File: config.mk
export PLATFORM = sky130hd
export DESIGN_NAME = c_token_scanner
export DESIGN_NICKNAME = d
export VERILOG_FILES = /design/src/design/cts_pkg.sv /design/src/design/cts_core.sv /design/src/design/cts_out_buf.sv /design/src/design/c_token_scanner.sv
export SDC_FILE = /design/constraint.sdc
export NUM_CORES = 1
export LEC_CHECK = 0
export BUFFER_PORTS_ARGS = -buffer_cell sky130_fd_sc_hd__buf_2
export CAP_MARGIN = 20
export CORE_ASPECT_RATIO = 1.25
export CORE_MARGIN = 3
export CORE_UTILIZATION = 40
export CTS_CLUSTER_SIZE = 12
export DETAILED_ROUTE_END_ITERATION = 8
export PLACE_DENSITY = 0.55
export REMOVE_ABC_BUFFERS = 1
export SETUP_SLACK_MARGIN = 0.3
export SYNTH_ARGS = -nofsm -noshare
export SYNTH_HDL_FRONTEND = slang
export SYNTH_HIERARCHICAL = 1
export SYNTH_SLANG_ARGS = --single-unit
export TNS_END_PERCENT = 1
File: constraint.sdc
create_clock -name clk_i -period 11.2 [get_ports clk_i]
set_input_delay 1.12 -clock clk_i [delete_from_list [all_inputs] [get_ports clk_i]]
set_output_delay 1.12 -clock clk_i [all_outputs]
set_load 0.02 [all_outputs]
File: src/design/cts_pkg.sv
// Package of the token scanner: kinds, scan modes and character tables.
// Depends on nothing.
`default_nettype none
package cts_pkg;
  localparam int unsigned OffsetBitsDef   = 32;
  localparam int unsigned PositionBitsDef = 20;
  localparam int unsigned LengthBitsDef   = 16;

  localparam logic [3:0] M_IDLE       = 4'd0;
  localparam logic [3:0] M_IDENT      = 4'd1;
  localparam logic [3:0] M_NUMBER     = 4'd2;
  localparam logic [3:0] M_STRING     = 4'd3;
  localparam logic [3:0] M_STR_ESC    = 4'd4;
  localparam logic [3:0] M_CHAR_OPEN  = 4'd5;
  localparam logic [3:0] M_CHAR_ESC   = 4'd6;
  localparam logic [3:0] M_CHAR_CLOSE = 4'd7;
  localparam logic [3:0] M_OPER       = 4'd8;
  localparam logic [3:0] M_LINE_COM   = 4'd9;
  localparam logic [3:0] M_BLOCK_COM  = 4'd10;
  localparam logic [3:0] M_BLOCK_STAR = 4'd11;

  localparam logic [5:0] K_EOF     = 6'd0;
  localparam logic [5:0] K_UNKNOWN = 6'd1;
  localparam logic [5:0] K_IDENT   = 6'd2;
  localparam logic [5:0] K_KW0     = 6'd3;
  localparam logic [5:0] K_INT     = 6'd18;
  localparam logic [5:0] K_STRING  = 6'd19;
  localparam logic [5:0] K_CHAR    = 6'd20;
  localparam logic [5:0] K_PAIR0   = 6'd21;
  localparam logic [5:0] K_SINGLE0 = 6'd35;

  localparam logic [7:0] CH_LF = 8'h0A;

  function automatic logic is_alpha(logic [7:0] c);
    return c == "_" || (c >= "A" && c <= "Z") || (c >= "a" && c <= "z");
  endfunction

  function automatic logic is_digit(logic [7:0] c);
    return c >= "0" && c <= "9";
  endfunction

  function automatic logic is_blank(logic [7:0] c);
    return c == " " || c == 8'h09 || c == 8'h0D || c == CH_LF;
  endfunction

  function automatic logic is_op_start(logic [7:0] c);
    return c == "=" || c == "!" || c == "<" || c == ">" || c == "+" ||
           c == "-" || c == "&" || c == "|" || c == "#" || c == "/";
  endfunction

  function automatic logic [5:0] single_kind(logic [7:0] c);
    logic [5:0] k;
    case (c)
      "+": k = K_SINGLE0 + 6'd0;
      "-": k = K_SINGLE0 + 6'd1;
      "*": k = K_SINGLE0 + 6'd2;
      "/": k = K_SINGLE0 + 6'd3;
      "%": k = K_SINGLE0 + 6'd4;
      "=": k = K_SINGLE0 + 6'd5;
      "<": k = K_SINGLE0 + 6'd6;
      ">": k = K_SINGLE0 + 6'd7;
      "&": k = K_SINGLE0 + 6'd8;
      "|": k = K_SINGLE0 + 6'd9;
      "^": k = K_SINGLE0 + 6'd10;
      "!": k = K_SINGLE0 + 6'd11;
      "?": k = K_SINGLE0 + 6'd12;
      ":": k = K_SINGLE0 + 6'd13;
      ";": k = K_SINGLE0 + 6'd14;
      ",": k = K_SINGLE0 + 6'd15;
      ".": k = K_SINGLE0 + 6'd16;
      "(": k = K_SINGLE0 + 6'd17;
      ")": k = K_SINGLE0 + 6'd18;
      "{": k = K_SINGLE0 + 6'd19;
      "}": k = K_SINGLE0 + 6'd20;
      "[": k = K_SINGLE0 + 6'd21;
      "]": k = K_SINGLE0 + 6'd22;
      "#": k = K_SINGLE0 + 6'd23;
      default: k = K_UNKNOWN;
    endcase
    return k;
  endfunction

  function automatic logic [5:0] pair_kind(logic [7:0] a, logic [7:0] b);
    logic [5:0] k;
    k = K_EOF;
    case ({a, b})
      {"=", "="}: k = K_PAIR0 + 6'd0;
      {"!", "="}: k = K_PAIR0 + 6'd1;
      {"<", "="}: k = K_PAIR0 + 6'd2;
      {">", "="}: k = K_PAIR0 + 6'd3;
      {"+", "+"}: k = K_PAIR0 + 6'd4;
      {"-", "-"}: k = K_PAIR0 + 6'd5;
      {"+", "="}: k = K_PAIR0 + 6'd6;
      {"-", "="}: k = K_PAIR0 + 6'd7;
      {"-", ">"}: k = K_PAIR0 + 6'd8;
      {"&", "&"}: k = K_PAIR0 + 6'd9;
      {"|", "|"}: k = K_PAIR0 + 6'd10;
      {"<", "<"}: k = K_PAIR0 + 6'd11;
      {">", ">"}: k = K_PAIR0 + 6'd12;
      {"#", "#"}: k = K_PAIR0 + 6'd13;
      default: k = K_EOF;
    endcase
    return k;
  endfunction

  // keyword text packed little-endian, first byte in the low bits
  function automatic logic [55:0] pack_kw(logic [55:0] s, int unsigned n);
    logic [55:0] r;
    r = '0;
    for (int i = 0; i < 7; i++) begin
      if (i < n) r[8*i +: 8] = s[8*(n-1-i) +: 8];
    end
    return r;
  endfunction

  function automatic logic [5:0] kw_kind(logic [55:0] buf_v, logic [2:0] len);
    logic [5:0] k;
    k = K_IDENT;
    if      (len == 3'd3 && buf_v == pack_kw("int", 3))     k = K_KW0 + 6'd0;
    else if (len == 3'd6 && buf_v == pack_kw("return", 6))  k = K_KW0 + 6'd1;
    else if (len == 3'd2 && buf_v == pack_kw("if", 2))      k = K_KW0 + 6'd2;
    else if (len == 3'd4 && buf_v == pack_kw("else", 4))    k = K_KW0 + 6'd3;
    else if (len == 3'd5 && buf_v == pack_kw("while", 5))   k = K_KW0 + 6'd4;
    else if (len == 3'd3 && buf_v == pack_kw("for", 3))     k = K_KW0 + 6'd5;
    else if (len == 3'd6 && buf_v == pack_kw("struct", 6))  k = K_KW0 + 6'd6;
    else if (len == 3'd7 && buf_v == pack_kw("typedef", 7)) k = K_KW0 + 6'd7;
    else if (len == 3'd6 && buf_v == pack_kw("extern", 6))  k = K_KW0 + 6'd8;
    else if (len == 3'd6 && buf_v == pack_kw("static", 6))  k = K_KW0 + 6'd9;
    else if (len == 3'd4 && buf_v == pack_kw("char", 4))    k = K_KW0 + 6'd10;
    else if (len == 3'd5 && buf_v == pack_kw("float", 5))   k = K_KW0 + 6'd11;
    else if (len == 3'd6 && buf_v == pack_kw("double", 6))  k = K_KW0 + 6'd12;
    else if (len == 3'd4 && buf_v == pack_kw("void", 4))    k = K_KW0 + 6'd13;
    else if (len == 3'd5 && buf_v == pack_kw("_Bool", 5))   k = K_KW0 + 6'd14;
    return k;
  endfunction
endpackage
`default_nettype wire

File: src/design/cts_core.sv
// Scanner core: scan state, position counters and result-record forming.
// Depends on cts_pkg.
`default_nettype none
module cts_core #(
  parameter int unsigned OffsetBits   = cts_pkg::OffsetBitsDef,
  parameter int unsigned PositionBits = cts_pkg::PositionBitsDef,
  parameter int unsigned LengthBits   = cts_pkg::LengthBitsDef
) (
  input  wire logic                    clk_i,
  input  wire logic                    rst_ni,
  input  wire logic                    step_i,
  input  wire logic [7:0]              byte_i,
  input  wire logic                    end_i,
  output logic [1:0]                   n_o,
  output logic [5:0]                   kind0_o,
  output logic [PositionBits-1:0]      line0_o,
  output logic [PositionBits-1:0]      col0_o,
  output logic [OffsetBits-1:0]        off0_o,
  output logic [LengthBits-1:0]        len0_o,
  output logic [5:0]                   kind1_o,
  output logic [PositionBits-1:0]      line1_o,
  output logic [PositionBits-1:0]      col1_o,
  output logic [OffsetBits-1:0]        off1_o,
  output logic [LengthBits-1:0]        len1_o
);
  import cts_pkg::*;

  localparam logic [PositionBits-1:0] PosOne = PositionBits'(1);
  localparam logic [PositionBits-1:0] PosMax = '1;
  localparam logic [LengthBits-1:0]   LenMax = '1;
  localparam logic [LengthBits-1:0]   LenOne = LengthBits'(1);

  logic [3:0]              mode_q, mode_d;
  logic [55:0]             kbuf_q, kbuf_d;
  logic [7:0]              pop_q, pop_d;
  logic [PositionBits-1:0] line_q, line_d, col_q, col_d, sline_q, sline_d, scol_q, scol_d;
  logic [OffsetBits-1:0]   off_q, off_d, soff_q, soff_d;
  logic [LengthBits-1:0]   len_q, len_d;

  logic [5:0] ident_k, pk;
  logic       fresh;

  always_comb begin
    ident_k = (len_q == '0 || len_q > LengthBits'(7)) ? K_IDENT : kw_kind(kbuf_q, len_q[2:0]);
    pk = pair_kind(pop_q, byte_i);
  end

  always_comb begin
    mode_d = mode_q; kbuf_d = kbuf_q; pop_d = pop_q;
    line_d = line_q; col_d = col_q; off_d = off_q;
    sline_d = sline_q; scol_d = scol_q; soff_d = soff_q; len_d = len_q;
    n_o = 2'd0; fresh = 1'b0;
    kind0_o = K_EOF; line0_o = sline_q; col0_o = scol_q; off0_o = soff_q; len0_o = len_q;
    kind1_o = K_EOF; line1_o = line_q; col1_o = col_q; off1_o = off_q; len1_o = '0;
    if (end_i) begin
      n_o = 2'd1;
      unique case (mode_q)
        M_IDENT: kind0_o = ident_k;
        M_NUMBER: kind0_o = K_INT;
        M_STRING, M_STR_ESC: kind0_o = K_STRING;
        M_CHAR_OPEN, M_CHAR_ESC, M_CHAR_CLOSE: kind0_o = K_CHAR;
        M_OPER: begin
          kind0_o = single_kind(pop_q);
          len0_o = LenOne;
        end
        default: n_o = 2'd0;
      endcase
      if (n_o == 2'd0) begin
        kind0_o = K_EOF; line0_o = line_q; col0_o = col_q; off0_o = off_q; len0_o = '0;
      end else begin
        kind1_o = K_EOF; line1_o = line_q; col1_o = col_q; off1_o = off_q; len1_o = '0;
      end
      n_o = n_o + 2'd1;
      mode_d = M_IDLE; pop_d = '0; kbuf_d = '0; len_d = '0;
    end else begin
      unique case (mode_q)
        M_IDENT, M_NUMBER: begin
          if (is_digit(byte_i) || (mode_q == M_IDENT && is_alpha(byte_i))) begin
            if (len_q < LengthBits'(7)) kbuf_d[8*len_q[2:0] +: 8] = byte_i;
            if (len_q != LenMax) len_d = len_q + LenOne;
          end else begin
            n_o = 2'd1;
            kind0_o = (mode_q == M_IDENT) ? ident_k : K_INT;
            fresh = 1'b1;
          end
        end
        M_STRING, M_STR_ESC, M_CHAR_OPEN, M_CHAR_ESC: begin
          if (len_q < LengthBits'(7)) kbuf_d[8*len_q[2:0] +: 8] = byte_i;
          if (len_q != LenMax) len_d = len_q + LenOne;
          if (mode_q == M_STRING) begin
            if (byte_i == "\\") mode_d = M_STR_ESC;
            else if (byte_i == "\"") begin
              n_o = 2'd1; kind0_o = K_STRING; len0_o = len_d; mode_d = M_IDLE;
            end
          end else if (mode_q == M_STR_ESC) mode_d = M_STRING;
          else if (mode_q == M_CHAR_OPEN)
            mode_d = (byte_i == "\\") ? M_CHAR_ESC : M_CHAR_CLOSE;
          else mode_d = M_CHAR_CLOSE;
        end
        M_CHAR_CLOSE: begin
          n_o = 2'd1; kind0_o = K_CHAR;
          if (byte_i == "'") begin
            if (len_q < LengthBits'(7)) kbuf_d[8*len_q[2:0] +: 8] = byte_i;
            if (len_q != LenMax) len_d = len_q + LenOne;
            len0_o = len_d; mode_d = M_IDLE;
          end else fresh = 1'b1;
        end
        M_OPER: begin
          if (pk != K_EOF) begin
            n_o = 2'd1; kind0_o = pk; len0_o = LengthBits'(2);
            mode_d = M_IDLE; pop_d = '0;
          end else if (pop_q == "/" && byte_i == "/") begin
            mode_d = M_LINE_COM; pop_d = '0;
          end else if (pop_q == "/" && byte_i == "*") begin
            mode_d = M_BLOCK_COM; pop_d = '0;
          end else begin
            n_o = 2'd1; kind0_o = single_kind(pop_q); len0_o = LenOne; fresh = 1'b1;
          end
        end
        M_LINE_COM: if (byte_i == CH_LF) mode_d = M_IDLE;
        M_BLOCK_COM: if (byte_i == "*") mode_d = M_BLOCK_STAR;
        M_BLOCK_STAR: begin
          if (byte_i == "/") mode_d = M_IDLE;
          else if (byte_i != "*") mode_d = M_BLOCK_COM;
        end
        default: fresh = 1'b1;
      endcase
      if (fresh) begin
        mode_d = M_IDLE; pop_d = '0;
        if (!is_blank(byte_i)) begin
          sline_d = line_q; scol_d = col_q; soff_d = off_q; len_d = LenOne; kbuf_d = '0;
          if (is_alpha(byte_i)) begin
            kbuf_d[7:0] = byte_i; mode_d = M_IDENT;
          end else if (is_digit(byte_i)) mode_d = M_NUMBER;
          else if (byte_i == "\"") mode_d = M_STRING;
          else if (byte_i == "'") mode_d = M_CHAR_OPEN;
          else if (is_op_start(byte_i)) begin
            pop_d = byte_i; mode_d = M_OPER;
          end else begin
            if (n_o == 2'd0) begin
              kind0_o = single_kind(byte_i); line0_o = line_q; col0_o = col_q;
              off0_o = off_q; len0_o = LenOne;
            end else begin
              kind1_o = single_kind(byte_i); len1_o = LenOne;
            end
            n_o = n_o + 2'd1;
          end
        end
      end
      off_d = off_q + OffsetBits'(1);
      if (byte_i == CH_LF) begin
        if (line_q != PosMax) line_d = line_q + PosOne;
        col_d = PosOne;
      end else if (col_q != PosMax) col_d = col_q + PosOne;
    end
  end

  always_ff @(posedge clk_i or negedge rst_ni) begin
    if (!rst_ni) begin
      mode_q <= M_IDLE; kbuf_q <= '0; pop_q <= '0;
      line_q <= PosOne; col_q <= PosOne; off_q <= '0;
      sline_q <= PosOne; scol_q <= PosOne; soff_q <= '0; len_q <= '0;
    end else if (step_i) begin
      mode_q <= mode_d; kbuf_q <= kbuf_d; pop_q <= pop_d;
      line_q <= line_d; col_q <= col_d; off_q <= off_d;
      sline_q <= sline_d; scol_q <= scol_d; soff_q <= soff_d; len_q <= len_d;
    end
  end
endmodule
`default_nettype wire

File: src/design/cts_out_buf.sv
// Result buffer: holds up to two records and hands them out one per item.
// Depends on cts_pkg for default widths.
`default_nettype none
module cts_out_buf #(
  parameter int unsigned OffsetBits   = cts_pkg::OffsetBitsDef,
  parameter int unsigned PositionBits = cts_pkg::PositionBitsDef,
  parameter int unsigned LengthBits   = cts_pkg::LengthBitsDef
) (
  input  wire logic                  clk_i,
  input  wire logic                  rst_ni,
  input  wire logic                  load_i,
  input  wire logic [1:0]            n_i,
  input  wire logic [5:0]            kind0_i,
  input  wire logic [PositionBits-1:0] line0_i,
  input  wire logic [PositionBits-1:0] col0_i,
  input  wire logic [OffsetBits-1:0] off0_i,
  input  wire logic [LengthBits-1:0] len0_i,
  input  wire logic [5:0]            kind1_i,
  input  wire logic [PositionBits-1:0] line1_i,
  input  wire logic [PositionBits-1:0] col1_i,
  input  wire logic [OffsetBits-1:0] off1_i,
  input  wire logic [LengthBits-1:0] len1_i,
  output logic                       free_o,
  output logic                       valid_o,
  input  wire logic                  ready_i,
  output logic [5:0]                 kind_o,
  output logic [PositionBits-1:0]    line_o,
  output logic [PositionBits-1:0]    col_o,
  output logic [OffsetBits-1:0]      off_o,
  output logic [LengthBits-1:0]      len_o,
  output logic                       last_o
);
  localparam int unsigned RecBits = 6 + 2*PositionBits + OffsetBits + LengthBits;
  logic [1:0]         cnt_q, cnt_d;
  logic [RecBits-1:0] r0_q, r1_q;
  logic               pop;

  assign valid_o = cnt_q != 2'd0;
  assign pop = valid_o && ready_i;
  assign free_o = cnt_q == 2'd0 || (cnt_q == 2'd1 && pop);
  assign {kind_o, line_o, col_o, off_o, len_o} = r0_q;
  assign last_o = cnt_q == 2'd1;

  always_comb begin
    cnt_d = cnt_q;
    if (pop) cnt_d = cnt_q - 2'd1;
    if (load_i) cnt_d = n_i;
  end

  always_ff @(posedge clk_i or negedge rst_ni) begin
    if (!rst_ni) cnt_q <= 2'd0;
    else cnt_q <= cnt_d;
  end

  always_ff @(posedge clk_i) begin
    if (load_i) begin
      r0_q <= {kind0_i, line0_i, col0_i, off0_i, len0_i};
      r1_q <= {kind1_i, line1_i, col1_i, off1_i, len1_i};
    end else if (pop) begin
      r0_q <= r1_q;
    end
  end
endmodule
`default_nettype wire

File: src/design/c_token_scanner.sv
// Top level of the streaming C token scanner.
// Depends on cts_pkg, cts_core and cts_out_buf.
//
// Usage: source bytes enter on the in channel (source_byte_i, end_of_input_i)
// with valid/ready; token records leave on the out channel with valid/ready.
// Each input byte updates scan state in the cycle it is accepted; the records
// it causes (zero, one or two) appear in the result buffer the next cycle.
// Throughput is one byte per cycle while each byte gives at most one record and
// the receiver takes every record; a byte giving two records holds the input
// back while the single-record output port drains the buffer.
// The end marker flushes a pending token and then gives EOF, flagged last.
// Reset clears scan mode and the buffer, and sets line and column to one.
// When the receiver stalls, records wait in the buffer and in_ready_o stays
// low while the buffer holds a record that is not taken in that cycle,
// whatever the next byte would give; nothing is lost.
`default_nettype none
module c_token_scanner #(
  parameter int unsigned OffsetBits   = cts_pkg::OffsetBitsDef,
  parameter int unsigned PositionBits = cts_pkg::PositionBitsDef,
  parameter int unsigned LengthBits   = cts_pkg::LengthBitsDef
) (
  input  wire logic                    clk_i,
  input  wire logic                    rst_ni,
  input  wire logic                    in_valid_i,
  output logic                         in_ready_o,
  input  wire logic [7:0]              source_byte_i,
  input  wire logic                    end_of_input_i,
  output logic                         out_valid_o,
  input  wire logic                    out_ready_i,
  output logic [5:0]                   token_kind_o,
  output logic [PositionBits-1:0]      start_line_o,
  output logic [PositionBits-1:0]      start_column_o,
  output logic [OffsetBits-1:0]        start_offset_o,
  output logic [LengthBits-1:0]        token_length_o,
  output logic                         last_result_o
);
  logic [1:0]              n;
  logic [5:0]              k0, k1;
  logic [PositionBits-1:0] l0, c0, l1, c1;
  logic [OffsetBits-1:0]   o0, o1;
  logic [LengthBits-1:0]   n0, n1;
  logic                    step;

  assign step = in_valid_i && in_ready_o;

  cts_core #(.OffsetBits(OffsetBits), .PositionBits(PositionBits),
             .LengthBits(LengthBits)) u_core (
    .clk_i, .rst_ni, .step_i(step), .byte_i(source_byte_i), .end_i(end_of_input_i),
    .n_o(n), .kind0_o(k0), .line0_o(l0), .col0_o(c0), .off0_o(o0), .len0_o(n0),
    .kind1_o(k1), .line1_o(l1), .col1_o(c1), .off1_o(o1), .len1_o(n1)
  );

  cts_out_buf #(.OffsetBits(OffsetBits), .PositionBits(PositionBits),
                .LengthBits(LengthBits)) u_obuf (
    .clk_i, .rst_ni, .load_i(step && n != 2'd0), .n_i(n),
    .kind0_i(k0), .line0_i(l0), .col0_i(c0), .off0_i(o0), .len0_i(n0),
    .kind1_i(k1), .line1_i(l1), .col1_i(c1), .off1_i(o1), .len1_i(n1),
    .free_o(in_ready_o), .valid_o(out_valid_o), .ready_i(out_ready_i),
    .kind_o(token_kind_o), .line_o(start_line_o), .col_o(start_column_o),
    .off_o(start_offset_o), .len_o(token_length_o), .last_o(last_result_o)
  );
endmodule
`default_nettype wire

# Yosys cells after proc, flatten, opt, wreduce, memory -nomap -nowiden
# Cells that the tools add are included.
# totals
ramBits,0
ff_bits,418
mem_count,0
in_bits,13
rom_bits,0
latchBits,0
# classes
order_cmp,8
mux,171
shift,2
n_addsub,8
n_eq_ne,113
div_mod_pow,0
n_reduce_logical,68
multipliers,0
n_bitwise,3
# ops
operator,count
$mux W20,22
$mux W16,23
$mux W56,6
$mux W32,10
$eq A8 B6 Y1 const B,39
$pmux W6 S24,2
$eq A56 B47 Y1 const B,5
$eq A16 B14 Y1 const B,13
$mux W6,32
$mux W94,2
$eq A56 B31 Y1 const B,3
$eq A56 B39 Y1 const B,3
$pmux W56 S3,1
$eq A56 B23 Y1 const B,2
$eq A8 B7 Y1 const B,14
$mux W8,13
$pmux W16 S3,2
$mux W4,21
$pmux W6 S14,1
$bwmux W56,1
$eq A56 B15 Y1 const B,1
$eq A56 B55 Y1 const B,1
$shift A8 B34 Y56 const A,1
$shiftx A8 B34 Y56,1
56 further kinds,154

# Longest topological paths before layout
# Gate-level depths: netlist of the first run.
# depth
word_depth,31
mapped_depth,17
depth_no_buf,13

# Cells and area by module
# The synthesis of the first run kept the hierarchy.
# by_module_without_submodules
module,seq_area_each_um2,instances,cells_each,area_per_inst_um2
cts_core,5710.5,1,1710,15762.6
cts_out_buf,5695.5,1,311,6924.1
c_token_scanner,0.0,1,2,16.3

# Least setup slack after synthesis of the first run
# No wires, ideal clock.
# synth_timing
kind,input to register
startpoint,input source_byte_i[7]
endpoint,"register u_obuf.r0_q[0], enable pin"
n_path_buf,6
required_ns,10.788
t_arrival_ns,7.221
cell_stages,16
setup_slack_ns,3.567
cell_sequence,buf_2 > and4b_1 > clkbuf_1 > nand4_1 > o211ai_1 > or4_1 > buf_2 > o21a_1 > buf_6 > nor4_2 > and2_1 > or2_1 > o211a_1 > buf_2 > buf_4 > or2_2
# synth_via
elab_chain_cells,21
elab_cells_between_ends,90
cone_classes,1 x add/sub; 6 x order compare; 33 x eq/ne; 25 x mux; 25 x reduce/logical
# synth_lines
element,line_no,source
from (decl),c_token_scanner.sv:26,"input wire logic [7:0] source_byte_i,"
$ge A8 B7 Y1 (tied with other cells),cts_pkg.sv:35,"return c == ""_"" || (c >= ""A"" && c <= ""Z"") || (c >= ""a"" && c <= ""z"");"
$logic_and A1 B1 Y1 or $logic_or A1 B1 Y1 (tied branches),"cts_pkg.sv:35, cts_pkg.sv:47",
$logic_or A1 B1 Y1 (on tied branches) (2 in series),"cts_pkg.sv:35, cts_pkg.sv:47",
$logic_and A1 B1 Y1 or $logic_or A1 B1 Y1 (tied branches),"cts_core.sv:78, cts_pkg.sv:47",
$logic_or A1 B1 Y1 (on tied branches),"cts_core.sv:78, cts_pkg.sv:47",
$mux W1 or $logic_or A1 B1 Y1 (tied branches),"cts_core.sv:78, cts_pkg.sv:48",
$pmux W2 S4 or $logic_or A1 B1 Y1 (tied branches),"cts_core.sv:76, cts_pkg.sv:48",
$mux W2 or $logic_or A1 B1 Y1 (tied branches),"cts_core.sv:55, cts_pkg.sv:48",
[... 5 more ...],-,
$mux W2,cts_core.sv:132,if (is_alpha(byte_i)) begin
$mux W2,cts_core.sv:130,if (!is_blank(byte_i)) begin
$mux W2 (*),cts_core.sv:128,if (fresh) begin
$mux W2 (*),cts_core.sv:55,if (end_i) begin
named net n[1],c_token_scanner.sv:37,logic [1:0] n;
$reduce_bool A2 Y1 (*),c_token_scanner.sv:55,".clk_i, .rst_ni, .load_i(step && n != 2'd0), .n_i(n),"
$logic_and A1 B1 Y1 (*),c_token_scanner.sv:55,
$reduce_bool A2 Y1 (no line) (*),-,
to (signal assigned),cts_out_buf.sv:57,"r0_q <= {kind0_i, line0_i, col0_i, off0_i, len0_i};"
to (signal assigned),cts_out_buf.sv:60,r0_q <= r1_q;
to (decl),cts_out_buf.sv:35,"logic [RecBits-1:0] r0_q, r1_q;"
# Mark *: on every way through the listed nets, which the timed path passes. The rest lies on a longest branch. The select of a mux whose other input is x is not followed.
# A chain may end at the register's enable or synchronous reset.

# Worst setup path in the final report of the first run
# layout_timing
startpoint,input source_byte_i[2]
endpoint,register u_obuf.r0_q[93] (data pin)
# layout_via
elab_chain_cells,21
elab_cells_between_ends,119
cone_classes,1 x add/sub; 6 x order compare; 46 x eq/ne; 41 x mux; 25 x reduce/logical
# layout_lines
element,line_no,source
$ge A8 B7 Y1 (tied with other cells),cts_pkg.sv:35,
$logic_and A1 B1 Y1 or $logic_or A1 B1 Y1 (tied branches),"cts_pkg.sv:35, cts_pkg.sv:47",
$logic_or A1 B1 Y1 (on tied branches) (2 in series),"cts_pkg.sv:35, cts_pkg.sv:47",
$logic_and A1 B1 Y1 or $logic_or A1 B1 Y1 (tied branches),"cts_core.sv:78, cts_pkg.sv:47",
$logic_or A1 B1 Y1 (on tied branches),"cts_core.sv:78, cts_pkg.sv:47",
$mux W1 or $logic_or A1 B1 Y1 (tied branches),"cts_core.sv:78, cts_pkg.sv:48",
$pmux W2 S4 or $logic_or A1 B1 Y1 (tied branches),"cts_core.sv:76, cts_pkg.sv:48",
$mux W2 or $logic_or A1 B1 Y1 (tied branches),"cts_core.sv:55, cts_pkg.sv:48",
[... 5 more ...],-,
$mux W2,cts_core.sv:132,
$mux W2,cts_core.sv:130,
$mux W2 (*),cts_core.sv:128,
$mux W2 (*),cts_core.sv:55,
named net n[0],c_token_scanner.sv:37,
$reduce_bool A2 Y1 (*),c_token_scanner.sv:55,
$logic_and A1 B1 Y1 (*),c_token_scanner.sv:55,
$mux W94 (*),cts_out_buf.sv:56,if (load_i) begin
# Marked as above.

==> summary.md, run 1 <==
| Metric | Value |
|---|---|
| Run status | completed |
| Post-CTS setup buffer count | 0 |
| Crit Reg-Reg Endpoint | u_obuf/r0_q[93]$_DFFE_PP_ |
| Core region area | 0.05607 sq mm |
| Final estimated routing congestion in global placement | 0.9410 |
| Part of the Yosys area used for sequential elements | 50.24% |
| Count of filler cells inserted in the layout | 5346 |
| Crit path max-delay cell type | sky130_fd_sc_hd__buf_4 |
| Number of vias in the routed layout | 16980 |
| Number of hold violations in the final report | 0 |
| Sum of negative setup slack | 0 ns |
| Detailed-routing iteration count for the pre-antenna-repair pass | 5 |
| Critical path data required time | 11.52 ns |
| Root buffer selected by CTS | sky130_fd_sc_hd__clkbuf_16 |
| Post-Syn Area per Cell | between 10 and 15 sq um |
| Area enclosed by the die boundary | 0.05967 sq mm |
| Post-Synthesis Cells | 2023 |
| Antenna Violating Nets Remaining | 0 |
| Layout Area Growth over Synthesis | 10.72% |
| Crit path max fanout | approximately 80 |
| Fraction of the cycle the final worst path needs | 55.07% |
| CTS tree | built |
| Die width | around 220 um |
| Placement Rows | 97 |
| RSZ-0062 raised after global routing | no |
| Number of DRC violations after detailed-routing iteration 0 | 1289 |
| Worst Setup End Kind | flop |
| Crit-path most repeated cell | sky130_fd_sc_hd__buf_4 |
| Num ports | 110 |
| Register-to-Register Setup Slack | 5.23 ns |
| Number of input and output port buffers inserted | 109 |
| Drt via density | 5.934 |
| Overall routed net length | around 70 mm |
| Hold buffer count at cts | 0 |
| Cts repair resizes | 0 |
| Post-synthesis register bit count | 418 |
| Count of cells along the worst register-to-register path | 13 |
| Worst VDD drop | 0.1275 mV |
| Post-route cell area | 0.02514 sq mm |
| Power Density | roughly 200 mW/mm^2 |
| Leakage component of the power | 9.975 nW |
| Remaining global-route overflow | 0 |
| CP cell instances | buf_2, nor4bb_1, nand4_1, o211ai_1, or4_1, o21a_1, nor3_1, mux2i_1, o22ai_1, o211a_4, buf_4, buf_4, mux2_2 |
| Post-place instance area | 0.02375 sq mm |
| Worst hold-check path type | flop to flop |
| Maximum number of pins on one net before global-route repair | 112 |
| Fin nets | 2111 |
| Y dimension of the die | 272.4 um |
| Tightest Pin Transition | about 1.1 ns |
| Reg-to-reg startpoint | u_core/pop_q[4]$_DFFE_PN0P_ |
| Number of global-route vias before repair | 16830 |
| Antenna violations before repair | 0 |
| Kind of start point of the critical path | primary input |
| Number of buffers created by CTS | 44 |
| Number of enable flip-flop cells after synthesis | 188 |
| CP Capture Point | u_obuf/r0_q[93]$_DFFE_PP_ |
| GRT Overall Usage | between 20% and 30% |
| Post-detailed-route wirelength per cell | 23.94 um |
| CTS max path bufs | 3 |
| Worst slew margin relative to its limit | between 20 and 30% |
| Combined area of all synthesized cells | around 0.023 sq mm |
| Number of unique standard cell types used by synthesis | 108 |
| Initial core utilization | 40.49% |
| Hpwl dp | ~48 mm |
| Crit Path Class | primary input to flop |
| Data arrival time at the worst-slack endpoint | 6.49 ns |
| Largest stage delay on the critical path | 0.87 ns |
| Final Setup Violations | 0 |
| Number of warnings issued by yosys | 6 |
| Time the final worst path needs with I/O delays and setup | between 6 and 7 ns |
| Max-cap viol count | 0 |
| Critical Path Start | source_byte_i[2] |
| Clock latency reported for the late side of the worst-skew pair | a little under 0.6 ns |
| F_max | 162.1 MHz |
| Fraction of final layout cells with drive strength greater than 1 | 18.92% |
| Total number of H-tree levels | 2 |
| Flip-flop cell with the highest count after synthesis | sky130_fd_sc_hd__dfrtp_1 |
| Share of async-settable or async-resettable flops after synthesis | 55.02% |
| Count of final max-slew check failures | 0 |
| Final routed DRC violation total | 0 |
| Worst clock skew on the final layout | 0.01457 ns |
| Antenna diodes | 0 |
| Number of sinks driven by the clock tree | 418 |
| Clock slew at the register clock pins of the worst setup and hold paths | 0.06 ns |
| First-pass GRT wire length | 104.6 mm |
-- flip-flops by register name, indices dropped and copies added, names as in the netlist --
signal and flops:
u_core/line_q 20, u_core/soff_q 32, u_core/off_q 32, u_core/kbuf_q 56, u_obuf/r1_q 94, u_obuf/r0_q 94
u_core/sline_q 20, u_core/len_q 16, u_core/scol_q 20, u_core/mode_q 4, u_obuf/cnt_q 2, u_core/pop_q 8
u_core/col_q 20
-- how the worst min path moves through the flow --
stage | startpoint | to | cells past startpoint
finish | u_core/off_q[30]$_DFFE_PN0P_ | u_obuf/r1_q[46]$_DFFE_PP_ | 0
global placement | u_core/off_q[30]$_DFFE_PN0P_ | u_obuf/r1_q[46]$_DFFE_PP_ | 0
detailed placement | u_core/off_q[30]$_DFFE_PN0P_ | u_obuf/r1_q[46]$_DFFE_PP_ | 0
global route | u_core/off_q[30]$_DFFE_PN0P_ | u_obuf/r1_q[46]$_DFFE_PP_ | 0
CTS | u_core/off_q[30]$_DFFE_PN0P_ | u_obuf/r1_q[46]$_DFFE_PP_ | 0
floorplan | u_core/off_q[30]$_DFFE_PN0P_ | u_obuf/r1_q[46]$_DFFE_PP_ | 0
-- stage by stage --
step / instances / power [mW] / setup WS, ns / utilization [%] / hold slack (ns)
floorplan: 1900 / 3.038 / 1.720 / - / 0.4395
global placement: 2778 / 3.539 / 4.420 / 42.35 / 0.4565
detailed placement: 2778 / 3.554 / 4.282 / 42.35 / 0.4505
CTS: 2859 / 4.985 / 4.896 / 44.81 / 0.4655
global route: 2861 / 5.143 / 4.850 / 44.83 / 0.5001
finish: 2861 / 4.907 / 5.032 / 44.83 / 0.4654
-- layout by cell type (no fill, tap or decap), types with 16 or more instances in the layout --
| cell | n |
|---|---|
| sky130_fd_sc_hd__edfxtp_1 | 188 |
| sky130_fd_sc_hd__xor2_1 | 22 |
| sky130_fd_sc_hd__nor4_1 | 28 |
| sky130_fd_sc_hd__and2_1 | 19 |
| sky130_fd_sc_hd__a22o_1 | 68 |
| sky130_fd_sc_hd__nand4_1 | 42 |
| sky130_fd_sc_hd__mux2_2 | 152 |
| sky130_fd_sc_hd__and4_1 | 19 |
| sky130_fd_sc_hd__and3_1 | 26 |
| sky130_fd_sc_hd__buf_2 | 109 |
| sky130_fd_sc_hd__o21ai_0 | 66 |
| sky130_fd_sc_hd__buf_4 | 27 |
| sky130_fd_sc_hd__a31oi_1 | 22 |
| sky130_fd_sc_hd__or3_1 | 21 |
| sky130_fd_sc_hd__nor2_1 | 118 |
| sky130_fd_sc_hd__nand2_1 | 151 |
| sky130_fd_sc_hd__clkbuf_16 | 44 |
| sky130_fd_sc_hd__xnor2_1 | 46 |
| sky130_fd_sc_hd__dfrtp_1 | 226 |
| sky130_fd_sc_hd__nor2b_1 | 23 |
| sky130_fd_sc_hd__nor3_1 | 52 |
| sky130_fd_sc_hd__mux2_1 | 85 |
| sky130_fd_sc_hd__nand2b_1 | 31 |
| sky130_fd_sc_hd__a21oi_1 | 68 |
| sky130_fd_sc_hd__clkbuf_1 | 20 |
| sky130_fd_sc_hd__inv_1 | 23 |
| sky130_fd_sc_hd__nand3_1 | 68 |
| sky130_fd_sc_hd__o22ai_1 | 18 |
| sky130_fd_sc_hd__or4_1 | 16 |
-- layer usage --
layer	share of wire, %	GRT usage (%)
met3	4.3	2.578
met5	0	0
met2	50	39.37
met1	41	28.64
met4	4.1	8.736
-- kinds of logic (layout without fill, tap and decap cells) --
| kind of cell | Yosys count | after routing | synth area share, % |
|---|---|---|---|
| AND/OR/NAND/NOR | 726 | 726 | 18.20 |
| other | 1 | 15 | 0.01652 |
| XOR/XNOR | 68 | 68 | 2.623 |
| multiplexers | 244 | 244 | 12.06 |
| AO/OA/AOI/OAI | 391 | 391 | 12.44 |
| adder cells (fa/ha/maj) | 14 | 14 | 0.7716 |
| buffers and inverters | 161 | 243 | 3.637 |
| flip-flops | 418 | 418 | 50.24 |
-- synth_stat cells, types with 23 or more instances --
cell                         n  area share [%]
sky130_fd_sc_hd__dfrtp_1   226              25
sky130_fd_sc_hd__a21oi_1    68             1.5
sky130_fd_sc_hd__a22o_1     68             2.6
sky130_fd_sc_hd__xnor2_1    46             1.8
sky130_fd_sc_hd__nor2b_1    23            0.63
sky130_fd_sc_hd__and3_1     26            0.72
sky130_fd_sc_hd__nand4_1    42             1.2
sky130_fd_sc_hd__clkbuf_1   67             1.1
sky130_fd_sc_hd__nor4_1     29            0.80
sky130_fd_sc_hd__mux2_2    152             7.5
sky130_fd_sc_hd__inv_1      23            0.38
sky130_fd_sc_hd__o21ai_0    66             1.5
sky130_fd_sc_hd__nand3_1    68             1.5
sky130_fd_sc_hd__nor2_1    118             2.0
sky130_fd_sc_hd__nand2b_1   31            0.85
sky130_fd_sc_hd__nand2_1   151             2.5
sky130_fd_sc_hd__buf_2      30            0.66
sky130_fd_sc_hd__nor3_1     52             1.1
sky130_fd_sc_hd__edfxtp_1  188              25
sky130_fd_sc_hd__mux2_1     85             4.2
-- worst max-delay path, delay by kind of cell --
kind	cells	cell delay [ns]
AOI/OAI and AO/OA	4	1.12
buffers and inverters	3	1.97
muxes	2	0.59
and+or+nand+nor	4	1.46
-- where the power goes --
group | switching [mW] | total, mW | internal, mW
registers | 0.156 | 2.14 | 1.99
logic | 0.918 | 1.35 | 0.436
clock network | 0.601 | 1.41 | 0.807
total | 1.68 | 4.91 | 3.23
-- final cells by class --
type	instances	area (sq um)	area share [%]
Tap cell	742	928.4	3.693
Sequential cell	418	11410	45.38
Multi-Input combinational cell	1458	10570	42.03
Timing Repair Buffer	138	770.7	3.066
Inverter	24	90.09	0.3584
Clock inverter	13	145.1	0.5774
Clock buffer	68	1231	4.898
Power figures use the tool's default switching activity.
==> inputs of run 2 (changes only) <==
- clock period: 11.2 -> 6.1 ns (I/O delays scaled with it)
==> run 2 against run 1 <==
Against the previous run: core utilization increased by 0.26 points; via count about the same; critical path depth decreased by 2; routed wire length decreased by 2.2%; cell count increased by 0.35%; clock skew increased by 0.0096 ns; non-clock buffer count increased by 8; sequential power increased by 83%; combinational power increased by 87%; final area increased by 0.59%; setup slack got worse by 3.8 ns; highest routed layer unchanged.
==> summary.md, run 2 (same netlist as run 1, synthesis figures left out) <==
| Metric | Value |
|---|---|
| Total number of H-tree levels | 2 (unchanged) |
| Hold buffer count at cts | 0 (unchanged) |
| Final estimated routing congestion in global placement | 0.9506 (+1.0%) |
| Worst slew margin relative to its limit | 25.34% (-0.51 points) |
| Layout Area Growth over Synthesis | 11.37% |
| Clock latency reported for the late side of the worst-skew pair | 0.57 ns (about the same) |
| Number of input and output port buffers inserted | 109 (unchanged) |
| Count of filler cells inserted in the layout | 5300 (-0.86%) |
| Combined area of the multi-input logic cells | 0.01057 sq mm (unchanged) |
| Antenna violations before repair | 0 (unchanged) |
| Fin nets | 2120 (+0.43%) |
| RSZ-0062 raised after global routing | no |
| GRT Overall Usage | 22.36% (-0.22 points) |
| Storage cell area | 0.01141 sq mm (unchanged) |
| Tightest Pin Transition | 1.105 ns (+0.007601 ns) |
| Post-CTS setup buffer count | 0 (unchanged) |
| Placement Rows | 97 (unchanged) |
| Post-detailed-route wirelength per cell | 23.32 um (-2.6%) |
| Drt via density | 5.908 (-0.43%) |
| Worst hold-check path type | primary input to async pin |
| Antenna diodes | 0 (unchanged) |
| Final routed DRC violation total | 0 (unchanged) |
| Crit Path Class | flop to flop |
| Number of global-route vias before repair | 17060 (+1.4%) |
| Y dimension of the die | 272.4 um (unchanged) |
| Root buffer selected by CTS | sky130_fd_sc_hd__clkbuf_16 |
| Number of buffers created by CTS | 45 (+2.3%) |
| Kind of start point of the critical path | flop |
| Cts repair resizes | 0 (unchanged) |
| Leakage component of the power | 10.05 nW (+0.71%) |
| Area enclosed by the die boundary | 0.05967 sq mm (unchanged) |
| Maximum number of pins on one net before global-route repair | 123 (+9.8%) |
| Top Registers | u_obuf/r0_q: 94 flops, u_obuf/r1_q: 94 flops, u_core/kbuf_q: 56 flops |
| Worst Setup End Kind | flop |
| Die width | 219.1 um (unchanged) |
| Post-Route Hold Slack | 0.04621 ns (-0.4192 ns) |
| Remaining global-route overflow | 0 (unchanged) |
| Fraction of the cycle the final worst path needs | 80.22% |
| Post-route cell area | 0.02528 sq mm (+0.59%) |
| Power Density | 357.7 mW/mm^2 (+83%) |
| Max-cap viol count | 0 (unchanged) |
| Fraction of final layout cells with drive strength greater than 1 | 19.45% (+0.52 points) |
| Worst VDD drop | 0.2066 mV (+62%) |
| Critical path data required time | 6.42 ns (-5.10 ns) |
| CTS tree | built |
| Core region area | 0.05607 sq mm (unchanged) |
| Number of sinks driven by the clock tree | 418 (unchanged) |
| Detailed-routing iteration count for the pre-antenna-repair pass | 5 (unchanged) |
| First-pass GRT wire length | 104.5 mm (about the same) |
| Antenna Violating Nets Remaining | 0 (unchanged) |
| Highest-count cells in the layout ignoring fill and taps | 226 x sky130_fd_sc_hd__dfrtp_1, 188 x sky130_fd_sc_hd__edfxtp_1, 152 x sky130_fd_sc_hd__mux2_2 |
| F_max | 204.4 MHz |
| Worst clock skew on the final layout | 0.02414 ns (+0.009575 ns) |
| Clock slew at the register clock pins of the worst setup and hold paths | 0.06 ns (about the same) |
| Overall routed net length | 66.95 mm (-2.2%) |
| CTS max path bufs | 3 (unchanged) |
| Final Setup Violations | 0 (unchanged) |
| Leading cell type in the layout, fill and taps excluded | sky130_fd_sc_hd__dfrtp_1 |
| Post-place instance area | 0.02389 sq mm (+0.58%) |
| Number of vias in the routed layout | 16960 (-0.082%) |
| Initial core utilization | 40.49% (unchanged) |
| Num ports | 110 (unchanged) |
| Data arrival time at the worst-slack endpoint | 5.21 ns (-1.28 ns) |
| Number of hold violations in the final report | 0 (unchanged) |
| Hpwl dp | 46.98 mm (-1.6%) |
| Count of final max-slew check failures | 0 (unchanged) |
| Run status | completed |
| Crit path max fanout | 110 (+39%) |
| Time the final worst path needs with I/O delays and setup | 4.893 ns |
| Number of DRC violations after detailed-routing iteration 0 | 1373 (+6.5%) |
[run 2: changes by cell type in the layout (fill, tap and decap cells not counted), moves of 2 or more]
cell	before	now
sky130_fd_sc_hd__buf_12	0	5
sky130_fd_sc_hd__buf_4	27	32
sky130_fd_sc_hd__clkbuf_1	20	17
sky130_fd_sc_hd__clkbuf_16	44	46
sky130_fd_sc_hd__clkbuf_8	4	6
sky130_fd_sc_hd__clkinvlp_4	1	3
sky130_fd_sc_hd__bufinv_16	2	0
sky130_fd_sc_hd__clkinv_2	1	3
[run 2: per-stage QoR]
stage / util, % / power [mW] / setup WS, ns / TNS, ns / instances
after floorplan: - / 5.578 / -2.870 / -558.32 / 1900
after global placement: 42.60 / 6.524 / 1.069 / 0 / 2788
after detailed placement: 42.60 / 6.556 / 0.9123 / 0 / 2788
after CTS: 45.09 / 9.188 / 1.237 / 0 / 2871
after global routing: 45.09 / 9.510 / 0.8780 / 0 / 2871
final: 45.09 / 9.045 / 1.207 / 0 / 2871
[run 2: worst paths after layout]
| check | slack [ns] | to | cells after the start | start |
|---|---|---|---|---|
| max in group asynchronous | 4.82 | u_core/col_q[13]$_DFFE_PN0P_ | 2 | rst_ni |
| max | 1.21 | u_obuf/r0_q[9]$_DFFE_PP_ | 11 | u_core/pop_q[4]$_DFFE_PN0P_ |
| min in group clk_i | 0.47 | u_obuf/r1_q[46]$_DFFE_PP_ | 0 | u_core/off_q[30]$_DFFE_PN0P_ |
| min reg2reg | 0.47 | u_obuf/r1_q[46]$_DFFE_PP_ | 0 | u_core/off_q[30]$_DFFE_PN0P_ |
| min | 0.05 | u_core/sline_q[7]$_DFFE_PN0P_ | 1 | rst_ni |
| max reg2reg | 1.21 | u_obuf/r0_q[9]$_DFFE_PP_ | 11 | u_core/pop_q[4]$_DFFE_PN0P_ |
[run 2: worst max-delay path: stages, from the launching register on]
cell                       delay [ns]
sky130_fd_sc_hd__dfrtp_1         0.70
sky130_fd_sc_hd__nor4bb_1        0.57
sky130_fd_sc_hd__nor3b_1         0.41
sky130_fd_sc_hd__nand4_1         0.28
sky130_fd_sc_hd__nand4b_1        0.31
sky130_fd_sc_hd__o21a_1          0.46
sky130_fd_sc_hd__nor3_1          0.13
sky130_fd_sc_hd__mux2i_1         0.16
sky130_fd_sc_hd__o22ai_1         0.25
sky130_fd_sc_hd__o211a_4         0.31
sky130_fd_sc_hd__buf_12          0.39
sky130_fd_sc_hd__mux2_2          0.41
[run 2: power by group]
part           internal [mW]  switching (mW)
Sequential              3.65           0.277
Clock                   1.47            1.12
Combinational          0.837            1.70
Total                   5.96            3.09
[run 2: layout make-up]
cell class | instances | share of cell area (%)
Clock buffer | 69 | 5.132
Clock inverter | 14 | 0.4008
Inverter | 24 | 0.3563
Multi-Input combinational cell | 1458 | 41.79
Sequential cell | 418 | 45.11
Tap cell | 742 | 3.672
Timing Repair Buffer | 146 | 3.543
[run 2: metal layers]
metal	vias to the layer above	share of wire, %	GRT usage (%)
met5	-	0	0
met4	0	4.1	8.394
met3	143	4.3	2.968
met2	492	50	38.57
met1	8514	42	28.55
li1	7814	-	-
